**config.mk**
```make
export PLATFORM = sky130hd
export DESIGN_NAME = stepper_tone_sequencer
export DESIGN_NICKNAME = d
export VERILOG_FILES = /design/src/hw/rtl/sts_pkg.sv /design/src/hw/rtl/stepper_tone_sequencer.sv
export SDC_FILE = /design/constraint.sdc
export NUM_CORES = 1
export LEC_CHECK = 0
export BUFFER_PORTS_ARGS = -buffer_cell sky130_fd_sc_hd__buf_2
export CAP_MARGIN = 10
export CORE_MARGIN = 1.5
export CORE_UTILIZATION = 40
export DETAILED_ROUTE_END_ITERATION = 8
export MAX_ROUTING_LAYER = met4
export PLACE_DENSITY = 0.54
export SETUP_SLACK_MARGIN = 0.2
export SYNTH_ARGS = -nofsm -noshare
export SYNTH_HDL_FRONTEND = slang
export SYNTH_SLANG_ARGS = --single-unit
```
**constraint.sdc**
```tcl
create_clock -name clock -period 10.89 [get_ports clock]
set_clock_uncertainty 0.15 [all_clocks]
set_input_delay 3.267 -clock clock [delete_from_list [all_inputs] [get_ports clock]]
set_output_delay 3.267 -clock clock [all_outputs]
set_load 0.02 [all_outputs]
```
**src/hw/rtl/sts_pkg.sv**
```systemverilog
// ----------------------------------------------------------------------------
// sts_pkg
// Shared constants for the stepper tone sequencer: register indexes, reset
// values, phase codes and the note interval table.
// ----------------------------------------------------------------------------
package sts_pkg;

   localparam int SCALE_STEPS = 8;
   localparam int CSR_ADDR_W = 3;
   localparam int CSR_DATA_W = 32;

   localparam logic [CSR_ADDR_W-1:0] CSR_HOME_INTERVAL   = 3'd0;
   localparam logic [CSR_ADDR_W-1:0] CSR_MS_INTERVAL     = 3'd1;
   localparam logic [CSR_ADDR_W-1:0] CSR_PLAY_CYCLES     = 3'd2;
   localparam logic [CSR_ADDR_W-1:0] CSR_REST_TICKS      = 3'd3;
   localparam logic [CSR_ADDR_W-1:0] CSR_LONG_REST_TICKS = 3'd4;

   localparam logic [15:0] RST_HOME_INTERVAL   = 16'd2032;
   localparam logic [15:0] RST_MS_INTERVAL     = 16'd16000;
   localparam logic [31:0] RST_PLAY_CYCLES     = 32'd12800000;
   localparam logic [15:0] RST_REST_TICKS      = 16'd200;
   localparam logic [15:0] RST_LONG_REST_TICKS = 16'd1000;

   localparam logic [1:0] PHASE_HOME_PENDING = 2'd0;
   localparam logic [1:0] PHASE_HOMING       = 2'd1;
   localparam logic [1:0] PHASE_REST         = 2'd2;
   localparam logic [1:0] PHASE_PLAY         = 2'd3;

   typedef logic [15:0] interval_type;

   // Scale intervals, already divided by eight.
   localparam interval_type NOTE_TABLE [8] = '{
      16'd7644, 16'd6810, 16'd6067, 16'd5726,
      16'd5102, 16'd4545, 16'd4049, 16'd3822
   };

   // Notes past the eighth table entry have a zero interval.
   function automatic interval_type note_ivl(input logic [3:0] idx);
      interval_type ivl;
      ivl = '0;
      if (idx < 4'd8) begin
         ivl = NOTE_TABLE[idx[2:0]];
      end
      return ivl;
   endfunction

endpackage

```
**src/hw/rtl/stepper_tone_sequencer.sv**
```systemverilog
// ----------------------------------------------------------------------------
// stepper_tone_sequencer
// Plays a scale on a stepper motor, one sequencer step per timer tick.
// ----------------------------------------------------------------------------
// Each req beat is one step-timer tick carrying the minimum-limit switch
// level. Each tick produces exactly one rsp beat with the motor enable, the
// direction, the step interval in force, whether the interval was reloaded on
// this tick, and the current phase.
// The whole tick update is one pass of combinational logic into the state
// registers, so a rsp beat appears the cycle after its req beat is taken and
// a new req beat can be taken every cycle without req_stall. The rsp side is a
// single output register: req_stall rises only while a rsp beat is waiting and
// rsp_stall is high; a stalled receiver holds the sequencer and loses no tick.
// Reset (synchronous, active high) restores the register defaults, clears the
// output register and arms homing: the first tick starts homing toward the
// minimum limit. After homing come a long rest, the eight notes each followed
// by a short rest, and then homing again.
// The csr port writes a register at every clock edge with csr_wr_en high;
// indexes past the last register are ignored. Write only while idle.
// ----------------------------------------------------------------------------
module stepper_tone_sequencer
   import sts_pkg::*;
(
   input  logic                  clock,
   input  logic                  reset,
   input  logic                  req_valid,
   output logic                  req_stall,
   input  logic                  req_at_min_limit,
   output logic                  rsp_valid,
   input  logic                  rsp_stall,
   output logic                  rsp_motor_on,
   output logic                  rsp_dir_positive,
   output logic [15:0]           rsp_step_interval,
   output logic                  rsp_interval_loaded,
   output logic [1:0]            rsp_phase,
   input  logic                  csr_wr_en,
   input  logic [CSR_ADDR_W-1:0] csr_addr,
   input  logic [CSR_DATA_W-1:0] csr_wr_data
);

   logic [15:0] home_interval_ff;
   logic [15:0] ms_interval_ff;
   logic [31:0] play_cycles_ff;
   logic [15:0] rest_ticks_ff;
   logic [15:0] long_rest_ticks_ff;

   logic         home_pending_ff, home_pending_in;
   logic         homing_active_ff, homing_active_in;
   logic [3:0]   note_index_ff, note_index_in;
   logic [15:0]  rest_left_ff, rest_left_in;
   logic [31:0]  play_left_ff, play_left_in;
   logic         motor_enabled_ff, motor_enabled_in;
   logic         direction_up_ff, direction_up_in;
   interval_type current_interval_ff, current_interval_in;
   logic         loaded_ff, loaded_in;
   logic         rsp_valid_ff, rsp_valid_in;

   logic         req_accept;
   interval_type ivl;

   assign req_stall  = rsp_valid_ff && rsp_stall;
   assign req_accept = req_valid && !req_stall;

   always_comb begin
      home_pending_in     = home_pending_ff;
      homing_active_in    = homing_active_ff;
      note_index_in       = note_index_ff;
      rest_left_in        = rest_left_ff;
      play_left_in        = play_left_ff;
      motor_enabled_in    = motor_enabled_ff;
      direction_up_in     = direction_up_ff;
      current_interval_in = current_interval_ff;
      loaded_in           = 1'b0;
      ivl                 = '0;

      if (home_pending_ff) begin
         home_pending_in     = 1'b0;
         direction_up_in     = 1'b0;
         motor_enabled_in    = 1'b1;
         current_interval_in = home_interval_ff;
         loaded_in           = 1'b1;
         homing_active_in    = 1'b1;
      end else if (homing_active_ff) begin
         if (req_at_min_limit) begin
            homing_active_in    = 1'b0;
            note_index_in       = '0;
            play_left_in        = '0;
            rest_left_in        = long_rest_ticks_ff;
            direction_up_in     = 1'b1;
            motor_enabled_in    = 1'b0;
            current_interval_in = ms_interval_ff;
            loaded_in           = 1'b1;
         end
      end else begin
         if (rest_left_ff != '0) begin
            rest_left_in = rest_left_ff - 16'd1;
            if (rest_left_in == '0) begin
               if (note_index_ff >= 4'(SCALE_STEPS)) begin
                  note_index_in   = '0;
                  home_pending_in = 1'b1;
               end else begin
                  motor_enabled_in    = 1'b1;
                  current_interval_in = note_ivl(note_index_ff);
                  loaded_in           = 1'b1;
                  play_left_in        = play_cycles_ff;
               end
            end
         end
         // A note that starts on this tick is already counted down here.
         if (play_left_in != '0) begin
            ivl = note_ivl(note_index_in);
            if (play_left_in > {16'd0, ivl}) begin
               play_left_in = play_left_in - {16'd0, ivl};
            end else begin
               play_left_in        = '0;
               rest_left_in        = rest_ticks_ff;
               motor_enabled_in    = 1'b0;
               current_interval_in = ms_interval_ff;
               loaded_in           = 1'b1;
               note_index_in       = note_index_in + 4'd1;
            end
         end
      end
   end

   always_comb begin
      if (req_accept) begin
         rsp_valid_in = 1'b1;
      end else if (rsp_stall) begin
         rsp_valid_in = rsp_valid_ff;
      end else begin
         rsp_valid_in = 1'b0;
      end
   end

   always_ff @(posedge clock) begin
      if (reset) begin
         home_interval_ff   <= RST_HOME_INTERVAL;
         ms_interval_ff     <= RST_MS_INTERVAL;
         play_cycles_ff     <= RST_PLAY_CYCLES;
         rest_ticks_ff      <= RST_REST_TICKS;
         long_rest_ticks_ff <= RST_LONG_REST_TICKS;
      end else if (csr_wr_en) begin
         case (csr_addr)
            CSR_HOME_INTERVAL:   home_interval_ff   <= csr_wr_data[15:0];
            CSR_MS_INTERVAL:     ms_interval_ff     <= csr_wr_data[15:0];
            CSR_PLAY_CYCLES:     play_cycles_ff     <= csr_wr_data[31:0];
            CSR_REST_TICKS:      rest_ticks_ff      <= csr_wr_data[15:0];
            CSR_LONG_REST_TICKS: long_rest_ticks_ff <= csr_wr_data[15:0];
            default: ;
         endcase
      end
   end

   always_ff @(posedge clock) begin
      if (reset) begin
         home_pending_ff     <= 1'b1;
         homing_active_ff    <= 1'b0;
         note_index_ff       <= '0;
         rest_left_ff        <= '0;
         play_left_ff        <= '0;
         motor_enabled_ff    <= 1'b0;
         direction_up_ff     <= 1'b1;
         current_interval_ff <= RST_MS_INTERVAL;
         loaded_ff           <= 1'b0;
         rsp_valid_ff        <= 1'b0;
      end else begin
         rsp_valid_ff <= rsp_valid_in;
         if (req_accept) begin
            home_pending_ff     <= home_pending_in;
            homing_active_ff    <= homing_active_in;
            note_index_ff       <= note_index_in;
            rest_left_ff        <= rest_left_in;
            play_left_ff        <= play_left_in;
            motor_enabled_ff    <= motor_enabled_in;
            direction_up_ff     <= direction_up_in;
            current_interval_ff <= current_interval_in;
            loaded_ff           <= loaded_in;
         end
      end
   end

   // The state only moves on an accepted tick, so it doubles as the
   // held rsp payload.
   assign rsp_valid           = rsp_valid_ff;
   assign rsp_motor_on        = motor_enabled_ff;
   assign rsp_dir_positive    = direction_up_ff;
   assign rsp_step_interval   = current_interval_ff;
   assign rsp_interval_loaded = loaded_ff;

   always_comb begin
      if (home_pending_ff) begin
         rsp_phase = PHASE_HOME_PENDING;
      end else if (homing_active_ff) begin
         rsp_phase = PHASE_HOMING;
      end else if (play_left_ff != '0) begin
         rsp_phase = PHASE_PLAY;
      end else begin
         rsp_phase = PHASE_REST;
      end
   end

endmodule

```
==> metrics.cfg <==
[worst_hold_path]
hold_path_end=ms_interval_ff[5]
min_path_type=flop to flop
hold_start=ms_interval_ff[5]
min_path_cells=2

[clock_tree]
cts_setup_buffers=0
cts_buffer_depth=2
cts-root-buf=clkbuf_16
cts_tree=yes
cts_resized=0
clk_pin_slew_ps=80
numCtsBuffers=17
clk_latency_ps=440
hold_buffers=0
cts.sinks=170
htreeDepth=4

[worst_setup_path]
reg2reg_to=play_left_ff[25]
r2r-start=rest_left_ff[0]
critPathMaxFanout=40
crit_required_ps=11070
reg2reg_depth=27
worstPathArrival_ps=8130
start_kind=flop
r2r_slack_ps=2940
end_kind=flop
crit_type=flop to flop

[detailed_routing]
drtAntennaViolNets=0
post-route-drc-count=0
wire_per_inst_um=19.4
dr.pass1.iters=4
via_per_inst=5.75
num_vias=9502
drt-initial-drc-count=787
drt_wl_total_um=32000

[synthesis]
synth_cell_type_count=76
synth_top_area_frac=0.349
synth_seq_cells=170
yosysWarnings=0
synth_area_per_cell_sq_um=7.44
ys.flop_type=dfxtp_1
yosysTopAreaCell=dfxtp_1
syn-num-nets=1383
synth.top_cells.by_count=308 x nand2_1, 170 x dfxtp_1, 133 x a21oi_1
synth_most_common_cell=nand2_1
synthTopCellsByArea=dfxtp_1 35%, nand2_1 12%, a21oi_1 6.8%
synth_area_sq_mm=0.00976
postSynthCellCount=1312
synth_edf_count=0
async_reset_ff_frac=0
seq_area_frac_synth=0.349

[floorplanning]
placementRows=56
dieArea_sq_mm=0.0253
die_h_um=159
pin_count=64
core_sq_mm=0.0237
start_util=0.412
fp.dieW_um=159

[sta]
slew-limit-headroom=0.316
setup_viol=0
slew_violations=0
whs_ps=307
min_period_over_period=0.730
max_freq_ghz=0.126
setup_tns_ps=0
post-route-min-period_ps=7950
rsz0062_at_grt=no
tightest_slew_ps=1020
layout_setup_ws_ps=2940
finalHoldViolCount=0

[pwr]
p_leak_nw=4.24
vdd.ir_drop.worst_mv=0.0939
powerDensity_mw_per_mm2=210
power_mw=2.27

[finish]
diodes=0
postLayoutCellArea_sq_mm=0.0108
layoutNonFillerInstCount=1653
num-nets-final=1393
areaGrowthSynthToFinish_pct=10.8
drive_gt1_frac=0.109
postLayoutCoreUtil=0.456

[global_routing]
grt_max_degree=88
grt_pass1_vias=8835
grtUsageTotal=0.262
overflow=0
antenna_found_initial=0
grt_pass1_wl_um=51000

[placement]
place_congestion=0.931
dpl.hpwl_um=22600
dp.cells=1622
dp_slack_ps=3030
placed_cell_area_sq_mm=0.0102
portBuffers=63

[outcome]
status=finished, final reports clean

[flow_run]
maxCapViolations=0

[flip-flops by register name, indices dropped and copies added, names as in the netlist, 4 cells and up]
name and cells:
home_interval_ff 16, long_rest_ticks_ff 16, ms_interval_ff 16, note_index_ff 4, play_cycles_ff 32, play_left_ff 32, rest_left_ff 16, rest_ticks_ff 16
rsp_step_interval 16
[layout by cell type, fill, tap and decap left out, drive strengths merged, types with 28 or more instances in the layout]
cell type,netlist,layout
a211oi,34,34
a21oi,133,133
buf,23,77
dfxtp,170,170
ha,29,29
nand2,308,308
nand3b,28,28
nor2,100,100
nor3,42,42
nor4,31,31
o21ai,65,65
xnor2,28,28
[power breakdown]
group	switching, mW	internal (mW)	total, mW
clock network	0.303	0.306	0.609
logic	0.580	0.373	0.953
registers	0.0492	0.661	0.711
[worst max-delay path, cell delays in order (launching register included)]
cell	delay [ps]
dfxtp_1	370
inv_1	130
ha_1	270
or4b_1	630
xnor2_1	190
o31a_1	260
or3_1	380
nor4_1	240
buf_4	190
nand2_1	170
nand2_1	280
inv_1	110
ha_1	350
nor2_1	170
o21ai_0	120
o21a_1	160
fa_1	450
a211oi_1	330
o21ai_0	250
a31oi_1	220
nor2_1	80
or4_1	610
mux2i_4	150
buf_4	420
nor3_2	170
nand2_1	490
o22ai_1	170
a211o_1	320
[area by class of cell]
type | count | area (sq um)
fillers | 2496 | 12900
repair buffers | 77 | 423
clock buffers | 17 | 425
multi-input cells | 1037 | 5930
well taps | 319 | 399
flip-flops and latches | 170 | 3400
inverters | 19 | 71.3
clock inverters | 14 | 160
[routing by layer]
layer | track usage | vias to the layer above | part of all wire
met5 | - | - | 0
met3 | 0.0393 | 41 | 0.060
met2 | 0.396 | 293 | 0.45
met1 | 0.361 | 4504 | 0.47
met4 | 0.0793 | 0 | 0.019
li1 | - | 4664 | -
[kinds of logic after synthesis]
family | count (synthesis) | synth area share
adders and majority gates | 30 | 0.0392
muxes | 16 | 0.0171
DFF | 170 | 0.349
buffers and inverters | 105 | 0.0455
AOI/OAI and AO/OA | 330 | 0.211
xor gates and xnor gates | 37 | 0.0332
and+or+nand+nor | 624 | 0.305
[how the worst max path moves through the flow]
stage                                   to       startpoint  slack, ps
final                     play_left_ff[25]  rest_left_ff[0]       2940
after global routing      play_left_ff[25]  rest_left_ff[0]       2410
after CTS                 play_left_ff[25]  rest_left_ff[0]       2970
after detailed placement  play_left_ff[25]  rest_left_ff[0]       3030
after global placement    play_left_ff[25]  rest_left_ff[0]       3240
after floorplan                  req_stall        rsp_stall       3980
Power figures use the tool's default switching activity.
